===== config.mk =====
export PLATFORM = sky130hd
export DESIGN_NAME = lobm_cell
export DESIGN_NICKNAME = d
export VERILOG_FILES = /design/src/rtl/core/limit_order_book_matcher_unit_macros.svh /design/src/rtl/core/lobm_pkg.sv /design/src/rtl/core/lobm_cell.sv
export SDC_FILE = /design/constraint.sdc
export NUM_CORES = 1
export LEC_CHECK = 0
export BUFFER_PORTS_ARGS = -buffer_cell sky130_fd_sc_hd__buf_2
export CORE_AREA = 2 2 119 121
export DETAILED_ROUTE_END_ITERATION = 10
export DIE_AREA = 0 0 121 123
export GPL_ROUTABILITY_DRIVEN = 0
export PLACE_DENSITY = 0.72
export SLEW_MARGIN = 30
export SYNTH_ARGS = -nofsm -noshare
export SYNTH_HDL_FRONTEND = slang
export SYNTH_SLANG_ARGS = --single-unit

===== constraint.sdc =====
create_clock -name i_clk -period 9.45 [get_ports i_clk]
set_input_delay 2.835 -clock i_clk [delete_from_list [all_inputs] [get_ports i_clk]]
set_output_delay 2.835 -clock i_clk [all_outputs]
set_load 0.02 [all_outputs]

===== src/rtl/core/limit_order_book_matcher_unit_macros.svh =====
// ---------------------------------------------------------------------------
// Assertion macros for the order book matcher
// Property wrappers, clocked on i_clk, disabled while in reset.
// ---------------------------------------------------------------------------
`ifndef LIMIT_ORDER_BOOK_MATCHER_UNIT_MACROS_SVH
`define LIMIT_ORDER_BOOK_MATCHER_UNIT_MACROS_SVH

// same-cycle implication
`define LOBM_ASSERT_IMP(lbl, ante, cons) \
    lbl: assert property (@(posedge i_clk) disable iff (!i_rst_n) (ante) |-> (cons)) \
        else $error("assertion failed");

// next-cycle implication
`define LOBM_ASSERT_NXT(lbl, ante, cons) \
    lbl: assert property (@(posedge i_clk) disable iff (!i_rst_n) (ante) |=> (cons)) \
        else $error("assertion failed");

`endif


===== src/rtl/core/lobm_pkg.sv =====
// ---------------------------------------------------------------------------
// lobm_pkg
// Types, sizes and helpers shared by the order book matcher modules.
// ---------------------------------------------------------------------------
`timescale 1ns / 1ps

package lobm_pkg;

    localparam int PRICE_LEVELS = 1024;
    localparam int ORDER_SLOTS  = 1024;

    localparam int TICK_W = $clog2(PRICE_LEVELS);
    localparam int SLOT_W = $clog2(ORDER_SLOTS);
    localparam int QTY_W  = 32;
    localparam int ID_W   = 64;

    // bitmaps for free slots and occupied levels share one index space
    localparam int BMP_BITS  = PRICE_LEVELS;
    localparam int BMP_W     = $clog2(BMP_BITS);
    localparam int CELL_BITS = 32;
    localparam int BIT_W     = $clog2(CELL_BITS);
    localparam int NUM_CELLS = BMP_BITS / CELL_BITS;
    localparam int CELL_W    = BMP_W - BIT_W;

    localparam int IN_DATA_W  = 112;
    localparam int OUT_DATA_W = 128;

    typedef enum logic [1:0] {
        SEL_FREE = 2'd0,
        SEL_BID  = 2'd1,
        SEL_ASK  = 2'd2
    } t_sel;

    // search token walking the cell chain
    typedef struct packed {
        logic             valid;
        t_sel             sel;
        logic [BMP_W-1:0] start;
        logic             found;
        logic [BMP_W-1:0] idx;
    } t_tok;

    // single-bit bitmap write
    typedef struct packed {
        logic             en;
        t_sel             sel;
        logic [BMP_W-1:0] idx;
        logic             val;
    } t_wr;

    function automatic logic [BIT_W-1:0] lowest_bit(input logic [CELL_BITS-1:0] v);
        logic [BIT_W-1:0] r;
        r = '0;
        for (int i = CELL_BITS - 1; i >= 0; i--) begin
            if (v[i]) r = BIT_W'(i);
        end
        return r;
    endfunction

    // bids are kept mirrored so a descending tick walk is an ascending search
    function automatic logic [TICK_W-1:0] mirror_tick(input logic [TICK_W-1:0] t);
        return TICK_W'(PRICE_LEVELS - 1) - t;
    endfunction

endpackage


===== src/rtl/core/lobm_cell.sv =====
// ---------------------------------------------------------------------------
// lobm_cell
// One chain cell: a slice of the free, bid and ask bitmaps plus a search stage.
// ---------------------------------------------------------------------------
`timescale 1ns / 1ps

module lobm_cell (
    input  logic                      i_clk,
    input  logic                      i_rst_n,
    input  logic [lobm_pkg::CELL_W-1:0] i_cell_idx,
    input  lobm_pkg::t_tok            i_tok,
    input  lobm_pkg::t_wr             i_wr,
    output lobm_pkg::t_tok            o_tok
);
    import lobm_pkg::*;

    logic [CELL_BITS-1:0] r_free;
    logic [CELL_BITS-1:0] r_bid;
    logic [CELL_BITS-1:0] r_ask;
    t_tok                 r_tok;
    t_tok                 n_tok;

    logic [CELL_BITS-1:0] word;
    logic [CELL_BITS-1:0] mask;
    logic [CELL_BITS-1:0] hits;
    logic [CELL_W-1:0]    start_cell;

    always_comb begin
        case (i_tok.sel)
            SEL_FREE: word = r_free;
            SEL_BID:  word = r_bid;
            SEL_ASK:  word = r_ask;
            default:  word = '0;
        endcase
        start_cell = i_tok.start[BMP_W-1:BIT_W];
        if (start_cell == i_cell_idx) begin
            mask = {CELL_BITS{1'b1}} << i_tok.start[BIT_W-1:0];
        end else if (start_cell < i_cell_idx) begin
            mask = '1;
        end else begin
            mask = '0;
        end
        hits  = word & mask;
        n_tok = i_tok;
        if (i_tok.valid && !i_tok.found && (|hits)) begin
            n_tok.found = 1'b1;
            n_tok.idx   = {i_cell_idx, lowest_bit(hits)};
        end
    end

    always_ff @(posedge i_clk) begin
        if (!i_rst_n) begin
            r_free <= '1;
            r_bid  <= '0;
            r_ask  <= '0;
            r_tok  <= '0;
        end else begin
            r_tok <= n_tok;
            if (i_wr.en && (i_wr.idx[BMP_W-1:BIT_W] == i_cell_idx)) begin
                case (i_wr.sel)
                    SEL_FREE: r_free[i_wr.idx[BIT_W-1:0]] <= i_wr.val;
                    SEL_BID:  r_bid[i_wr.idx[BIT_W-1:0]]  <= i_wr.val;
                    SEL_ASK:  r_ask[i_wr.idx[BIT_W-1:0]]  <= i_wr.val;
                    default: ;
                endcase
            end
        end
    end

    assign o_tok = r_tok;

endmodule


# Word-level counts from Yosys, hierarchy flattened
# Cells that the tools add are included.
# op_classes
magnitude_cmp,3
n_eq_ne,6
shift,1
muxes,41
bitwise_logic,1
n_reduce_logical,11
# op_table
op,n
5-bit two-way mux,32
32-bit bitwise mux,3
32-bit one-hot mux with 3 select lines,1
32-bit two-way mux,2
32-bit AND,1
32-bit OR reduction,1
32-bit by 5-bit left shift with 32-bit output (first input constant),1
11-bit two-way mux,1
5-bit equality test,2
5-bit by 6-bit less-than comparator with 1-bit output (second input constant),1
2-bit AND reduction,3
1-bit demux with 5-bit select,1
5-bit by 1-bit greater-or-equal comparator with 1-bit output (second input constant),1
5-bit less-than comparator,1
2-bit by 1-bit equality test with 1-bit output (second input constant),2
2-bit equality test (second input constant),2
1-bit logical AND,4
2-bit logical NOT,2
1-bit logical NOT,1
1-bit two-way mux,1
# word_totals
register_bits,120
in_bits,45
out_inout_bits,24
word_cells,71

# Logic depth before layout (Yosys ltp)
# Gate-level depths: netlist of the first run.
# logic_depth
word_depth,37
ltp_mapped,12
mapped_depth_nobuf,10

# Least setup slack after synthesis of the first run
# No wires, ideal clock.
# synth_timing
kind,input-to-reg
start,input port i_cell_idx[4] (netlist bit)
end,register r_tok (netlist bit o_tok[4])
setup_ns,0.119
arrival_ns,5.239
required_ns,9.331
slack_ns,4.093
path_stages,10
path_buffers,1
path_cell_list,inv_1 ha_1 nand4_4 or4_4 a21oi_2 o211ai_2 a2111oi_4 a41oi_4 buf_6 o221a_1
# synth_via
elab_chain_len,37
elab_cells_between_ends,40
classes_between,order compare: 1; eq/ne: 1; mux: 35; bitwise: 1; reduce/logical: 2
# synth_rtl
item,line,text
from (decl),lobm_cell.sv:10,"input logic [lobm_pkg::CELL_W-1:0] i_cell_idx,"
5-bit less-than comparator,lobm_cell.sv:38,end else if (start_cell < i_cell_idx) begin
32-bit two-way mux,lobm_cell.sv:38,
32-bit two-way mux (*),lobm_cell.sv:36,if (start_cell == i_cell_idx) begin
32-bit AND (*),lobm_cell.sv:43,hits = word & mask;
5-bit two-way mux (32 in a row),lobm_pkg.sv:55,if (v[i]) r = BIT_W'(i);
11-bit two-way mux (*),lobm_cell.sv:45,if (i_tok.valid && !i_tok.found && (|hits)) begin
to (signal assigned),lobm_cell.sv:58,r_tok <= n_tok;
to (decl),lobm_cell.sv:20,t_tok r_tok;
# Every way passes the cells marked *; elsewhere a longest branch is shown, timed or not.
# A chain may end at the register's enable or synchronous reset.

# Worst setup path in the final report of the first run
# layout_timing
start,input port i_cell_idx[4] (netlist bit)
end,register r_tok (netlist bit o_tok[1])
# The elaborated chain is that of the path after synthesis.

==> flow_summary_export.csv, run 1 <==
group,metric,value,unit
pwr,p_clk_share,49.8,%
clock_network,tritoncts,"done",
timing,tightest_slew,768,ps
setup_path,startpoint_type,"primary input",
final_layout,post-route-util,59.2,%
clock_network,cts_root_buffer,"clkbuf_16",
timing,fin_ws,3670,ps
synthesis,synth_top_area_share,34.2,%
detailed_routing,drtAntennaViolNets,0,
clock_network,clk_path_buf_depth,2,
clock_network,cts_made_buffers,17,
timing,rsz0062_at_grt,"false",
detailed_routing,first_pass_iters,6,
setup_path,crit_arrival,6060,ps
setup_path,worst_setup_path_end_kind,"flop",
synthesis,async_flop_share,0,%
synthesis,yosysWarningCount,0,
synthesis,ys_seq_area_share,34.2,%
detailed_routing,vias,6604,
synthesis,ys_types,73,
status,outcome,"complete, no violations",
clock_network,insertion_delay,420,ps
grt,grt_util_all_layers,25.0,%
clock_network,cts_resized,0,
synthesis,ys_seq_elements,120,
run,drv_cap,0,
detailed_routing,via_per_inst,5.85,
synthesis,syn-num-nets,956,
final_layout,diodes,0,
pwr,power_leakage,3.18,nW
final_layout,final_layout_size_suffix_gt1_share,14.0,%
setup_path,worstPathRequired,9730,ps
timing,drv_slew,0,
pwr,combPwrFrac,13.3,%
timing,finalHoldViolations,0,
timing,fin_crit_sh,61.1,%
final_layout,final_cell_count_no_fill,1128,
synthesis,syn_inst,906,
placement,io_buffers,68,
setup_path,criticalPathCategory,"in2reg",
synthesis,synth-edff-count,0,
grt,grt_pass1_vias,5829,
pwr,power.switching,347,µW
synthesis,synth_area_per_cell,7.75,µm²
detailed_routing,wl_per_cell,16.5,µm
pwr,peakVddDrop,0.121,mV
timing,setup_viol,0,
placement,dp_hpwl,11600,µm
die,start_util,51.6,%
detailed_routing,drcViolationCount,0,
timing,period_needed,5780,ps
timing,fmax,0.173,GHz
min_path,hold_class,"reg2reg",
clock_network,htreeDepth,4,
timing,fin_tns_setup,0,ps
die,fp.dieArea,14900,µm²
setup_path,path_max_fanout,15,
clock_network,path_clk_slew,50,ps
detailed_routing,wirelength,18600,µm
placement,post-place-cells,1095,
die,placementRows,43,
die,fp.coreArea,13600,µm²
grt,grt_max_degree,124,
die,die_w,121,µm
detailed_routing,drtIter0Drc,670,
pwr,sequentialPowerShare,36.8,%
clock_network,postCtsHoldBufs,0,
die,ioPinCount,69,
synthesis,synth_area_leader_cell,"dfxtp_1",
synthesis,synthFlopType,"dfxtp_1",
final_layout,area_growth,14.8,%
pwr,p_per_area,173,nW/µm²
clock_network,cts_setup_buffers,0,
grt,overflow,0,
final_layout,layout.nets,985,
pwr,internal-power,1.05,mW
synthesis,syn_area,7020,µm²
die,die_h,123,µm
clock_network,cts.sinks,120,
placement,dp_slack,3310,ps
pwr,finalPower,1.40,mW
grt,grt_pass1_wl,29600,µm
pwr,swShare,24.8,%
grt,antenna_found_initial,0,
timing,slew_headroom,48.8,%
timing,fin_worst_skew,6.51,ps
synthesis,yosys-top-cells-area,"dfxtp_1 (34%), mux2i_1 (10%), nand2_1 (8.7%)",
[cells in the mapped netlist, types with 5 or more instances]
master and instances:
ha_1 5, buf_1 10, inv_1 8, nand2_1 162
a211oi_1 5, and3_1 5, clkbuf_1 48, nand3_1 65
o2bb2ai_1 20, and2_1 21, a21boi_0 34, o21a_1 6
a21oi_1 45, nor3_1 10, mux2i_1 72, dfxtp_1 120
a21o_1 5, o21ai_0 57, nor2_1 66, nor2b_1 39
nand2b_1 6, a31oi_1 5
[layout by cell type (no fill, tap or decap), types with 3 or more instances in the layout]
master,synthesis,routed
or3_1,4,4
ha_1,5,5
o21a_1,6,6
nor4_1,3,3
nor2b_1,39,39
clkbuf_16,0,17
xor2_1,4,4
buf_2,4,68
buf_4,4,7
nor3_1,10,9
a21oi_1,45,44
dfxtp_1,120,120
nand3b_1,3,3
o2bb2ai_1,20,20
o21ai_0,57,57
nand2b_1,6,6
bufinv_16,0,3
nand4_1,4,4
o211ai_1,3,3
a31o_2,4,4
inv_1,8,8
a21boi_0,34,34
clkbuf_8,0,8
nor2_1,66,66
and3_1,5,5
o22ai_1,4,4
a31oi_1,5,5
a2bb2oi_1,3,3
nand2_1,162,162
a211oi_1,5,5
and2_1,21,21
nand3_1,65,65
a21o_1,5,5
mux2i_1,72,72
[critical path: stages]
cell and delay (ps):
buf_2 110, inv_1 50, ha_1 370, and4_1 510
nand2_1 360, a32oi_2 520, nor2_1 180, a2111oi_4 450
a41oi_4 360, nand3_1 200, o22ai_1 90
[layout make-up]
class,count,area (µm²)
Clock buffer,26,539
Tap cell,180,225
Inverter,8,30.0
Multi-Input combinational cell,711,4330
Sequential cell,120,2400
Timing Repair Buffer,77,424
Fill cell,1236,5550
Clock inverter,6,108
[final timing paths]
check / slack, ps / end / startpoint / cells after the start
worst max register to register: 6740 / o_tok[1]$_SDFF_PN0_ / r_ask[5]$_SDFFE_PN0P_ / 8
worst max-delay path: 3670 / o_tok[1]$_SDFF_PN0_ / i_cell_idx[4] / 11
worst min-delay path: 460 / r_bid[25]$_SDFFE_PN0P_ / r_bid[25]$_SDFFE_PN0P_ / 2
worst min register to register: 460 / r_bid[25]$_SDFFE_PN0P_ / r_bid[25]$_SDFFE_PN0P_ / 2
[kinds of logic (layout without fill, tap and decap cells)]
| family | after synthesis | in the layout | share of synthesized area, % |
|---|---|---|---|
| AO/OA/AOI/OAI | 226 | 226 | 22.4 |
| buffers and inverters | 75 | 117 | 4.40 |
| AND/OR/NAND/NOR | 401 | 401 | 26.9 |
| adder cells (fa/ha/maj) | 5 | 5 | 0.891 |
| flip-flops | 120 | 120 | 34.2 |
| multiplexers | 74 | 74 | 10.6 |
| XOR/XNOR | 5 | 5 | 0.624 |
[sequential cells by signal (all words and copies together) (netlist names)]
| signal | count |
|---|---|
| o_tok | 24 |
| r_bid | 32 |
| r_ask | 32 |
| r_free | 32 |
[per-stage QoR]
step           hold WS [ps]  cell area, µm²
6_report                464            8060
5_1_grt                 487            8060
4_1_cts                 467            8030
3_5_place_dp            454            7380
3_3_place_gp            451            7380
2_1_floorplan           436            7020
[layer usage]
metal  vias up  part of all wire (%)  GRT usage [%]
met1      3052                    46           33.8
met3        33                   7.1           6.23
li1       3256                     -              -
met2       263                    45           39.5
met5         -                     0              0
met4         0                   1.4           7.63
[power groups by stage]
stage	logic, mW	clock network, mW	registers, mW
final	0.186	0.696	0.515
after floorplan	0.122	0	0.535
after detailed placement	0.180	0	0.525
after global routing	0.200	0.727	0.515
after global placement	0.180	0	0.525
after CTS	0.181	0.705	0.515
(Power assumes the default switching activity.)
==> run 2: changes to the inputs <==
==> constraint.sdc (replaced) <==
create_clock -name i_clk -period 5.7 [get_ports i_clk]
set_input_delay 1.71 -clock i_clk [delete_from_list [all_inputs] [get_ports i_clk]]
set_output_delay 1.71 -clock i_clk [all_outputs]
set_load 0.02 [all_outputs]
==> run 2 against run 1 <==
- first-iteration DRC count down 12%
- core utilization down 0.70 points
- die area unchanged
- setup slack worse by 2600 ps
- critical endpoint is now o_tok[4]$_SDFF_PN0_
- largest cell class unchanged
- largest power group unchanged
==> flow_summary_export.csv, run 2 (synthesis gave the netlist of run 1 again) <==
group,metric,value,unit
status,outcome,"complete, no violations",
detailed_routing,vias,6604,
pwr,sequentialPowerShare,39.5,%
die,placementRows,43,
timing,fin_tns_setup,0,ps
timing,period_needed,4640,ps
clock_network,cts_made_buffers,17,
detailed_routing,first_pass_iters,5,
setup_path,startpoint_type,"primary input",
timing,drv_slew,0,
clock_network,cts_setup_buffers,0,
final_layout,final_common_cell,"nand2_1",
clock_network,cts_resized,0,
placement,dp_slack,702,ps
timing,finalHoldViolations,0,
pwr,swShare,26.6,%
placement,placed_area,7410,µm²
final_layout,seq_area,2400,µm²
setup_path,reg2regPathDepth,8,
die,fp.coreArea,13600,µm²
pwr,power_leakage,3.14,nW
final_layout,final_cell_count_no_fill,1130,
pwr,power.switching,574,µW
timing,fin_ws,1060,ps
grt,grt_pass1_vias,5934,
final_layout,diodes,0,
setup_path,worst_path_largest_cell_delay,510,ps
pwr,finalPower,2.16,mW
detailed_routing,drtAntennaViolNets,0,
min_path,hold_class,"reg2reg",
setup_path,crit_arrival,4950,ps
grt,grt_pass1_wl,30600,µm
setup_path,cp.buffers_inverters,2,
setup_path,path_max_fanout,15,
setup_path,worst_setup_path_end_kind,"flop",
clock_network,tritoncts,"done",
grt,overflow,0,
grt,antenna_found_initial,0,
setup_path,worst_path_max_delay_cell,"a32oi_2",
timing,tightest_slew,824,ps
clock_network,htreeDepth,4,
pwr,internal-power,1.59,mW
detailed_routing,drcViolationCount,0,
die,die_w,121,µm
pwr,peakVddDrop,0.206,mV
min_path,min_to,"r_ask[10]$_SDFFE_PN0P_",
setup_path,criticalPathCategory,"in2reg",
pwr,p_per_area,271,nW/µm²
timing,fin_crit_sh,81.4,%
setup_path,reg2reg_slack,3030,ps
grt,grt_max_degree,74,
placement,post-place-cells,1099,
final_layout,fill_cells,1266,
grt,grt_util_all_layers,26.0,%
placement,io_buffers,68,
timing,rsz0062_at_grt,"false",
placement,dp_hpwl,12300,µm
timing,fin_worst_skew,4.38,ps
clock_network,insertion_delay,420,ps
clock_network,path_clk_slew,50,ps
die,fp.dieArea,14900,µm²
clock_network,clk_path_buf_depth,2,
detailed_routing,wl_per_cell,16.5,µm
setup_path,reg2reg_to,"o_tok[3]$_SDFF_PN0_",
setup_path,worstPathRequired,6010,ps
final_layout,area_growth,13.4,%
run,drv_cap,0,
pwr,combPwrFrac,14.3,%
detailed_routing,wirelength,18700,µm
final_layout,layout.nets,988,
timing,fmax,0.216,GHz
final_layout,top_regs,"r_ask (32), r_bid (32), r_free (32)",
final_layout,post-route-util,58.5,%
setup_path,cp_cell_sequence,"buf_2, inv_1, ha_1, and4_1, nand2_1, a32oi_2, nor2_1, a2111oi_4, a41oi_4, o221a_1",
die,start_util,51.6,%
final_layout,fin_area,7960,µm²
detailed_routing,drtIter0Drc,591,
final_layout,mostFrequentLayoutCells,"nand2_1 (162), dfxtp_1 (120), mux2i_1 (72)",
detailed_routing,via_per_inst,5.84,
min_path,worstHoldPathCells,2,
final_layout,final_layout_size_suffix_gt1_share,14.0,%
min_path,hp-start,"r_ask[10]$_SDFFE_PN0P_",
setup_path,r2r-start,"r_ask[29]$_SDFFE_PN0P_",
setup_path,critical_path.top_delay_family,"compound AO/OA/AOI/OAI gates",
die,die_h,123,µm
pwr,p_clk_share,46.2,%
final_layout,multiInputGateArea,4330,µm²
die,ioPinCount,69,
clock_network,cts.sinks,120,
clock_network,postCtsHoldBufs,0,
timing,hold_slack,460,ps
clock_network,cts_root_buffer,"clkbuf_16",
timing,setup_viol,0,
timing,slew_headroom,45.1,%
-- run 2: cell count changes in the layout (fill, tap and decap cells not counted), moves of 2 or more --
cell / delta
buf_4: +5
bufinv_16: -2
clkinv_2: +4
clkbuf_8: -5
-- run 2: worst register-to-register path, cell delays in order (launching register included) --
cell	delay, ps
dfxtp_1	320
mux2i_1	80
o21ai_0	480
o21ba_2	240
o32ai_1	370
a21oi_1	170
a41oi_4	580
o211ai_1	210
a21boi_2	160
-- run 2: how the worst max path moves through the flow --
| stage | startpoint | to | slack (ps) | cells past startpoint |
|---|---|---|---|---|
| after floorplan | i_cell_idx[4] | o_tok[4]$_SDFF_PN0_ | 1470 | 10 |
| after global placement | i_cell_idx[4] | o_tok[4]$_SDFF_PN0_ | 730 | 10 |
| after detailed placement | i_cell_idx[4] | o_tok[4]$_SDFF_PN0_ | 700 | 10 |
| after CTS | i_cell_idx[4] | o_tok[4]$_SDFF_PN0_ | 1140 | 10 |
| after global routing | i_cell_idx[4] | o_tok[5]$_SDFF_PN0_ | 750 | 11 |
| final | i_cell_idx[4] | o_tok[4]$_SDFF_PN0_ | 1060 | 10 |
-- run 2: cell type report --
type | count | area share (%)
inverter | 8 | 0.377
clock inverter | 9 | 0.943
clock buffer | 22 | 5.95
tap | 180 | 2.83
multi-input combinational | 711 | 54.3
timing repair buffer | 80 | 5.40
sequential | 120 | 30.2
-- run 2: routing by layer --
layer	up-vias	GRT usage (%)	wire, µm
li1	3258	-	-
met3	30	6.69	1370
met4	0	8.72	326
met1	3067	35.0	8570
met5	-	0	0
met2	249	40.6	8400
-- run 2: power groups by stage --
stage | clock, mW | combinational [mW] | sequential [mW]
2_1_floorplan | 0 | 0.202 | 0.886
3_3_place_gp | 0 | 0.302 | 0.871
3_5_place_dp | 0 | 0.303 | 0.871
4_1_cts | 1.01 | 0.305 | 0.853
5_1_grt | 1.06 | 0.335 | 0.854
6_report | 0.999 | 0.309 | 0.853
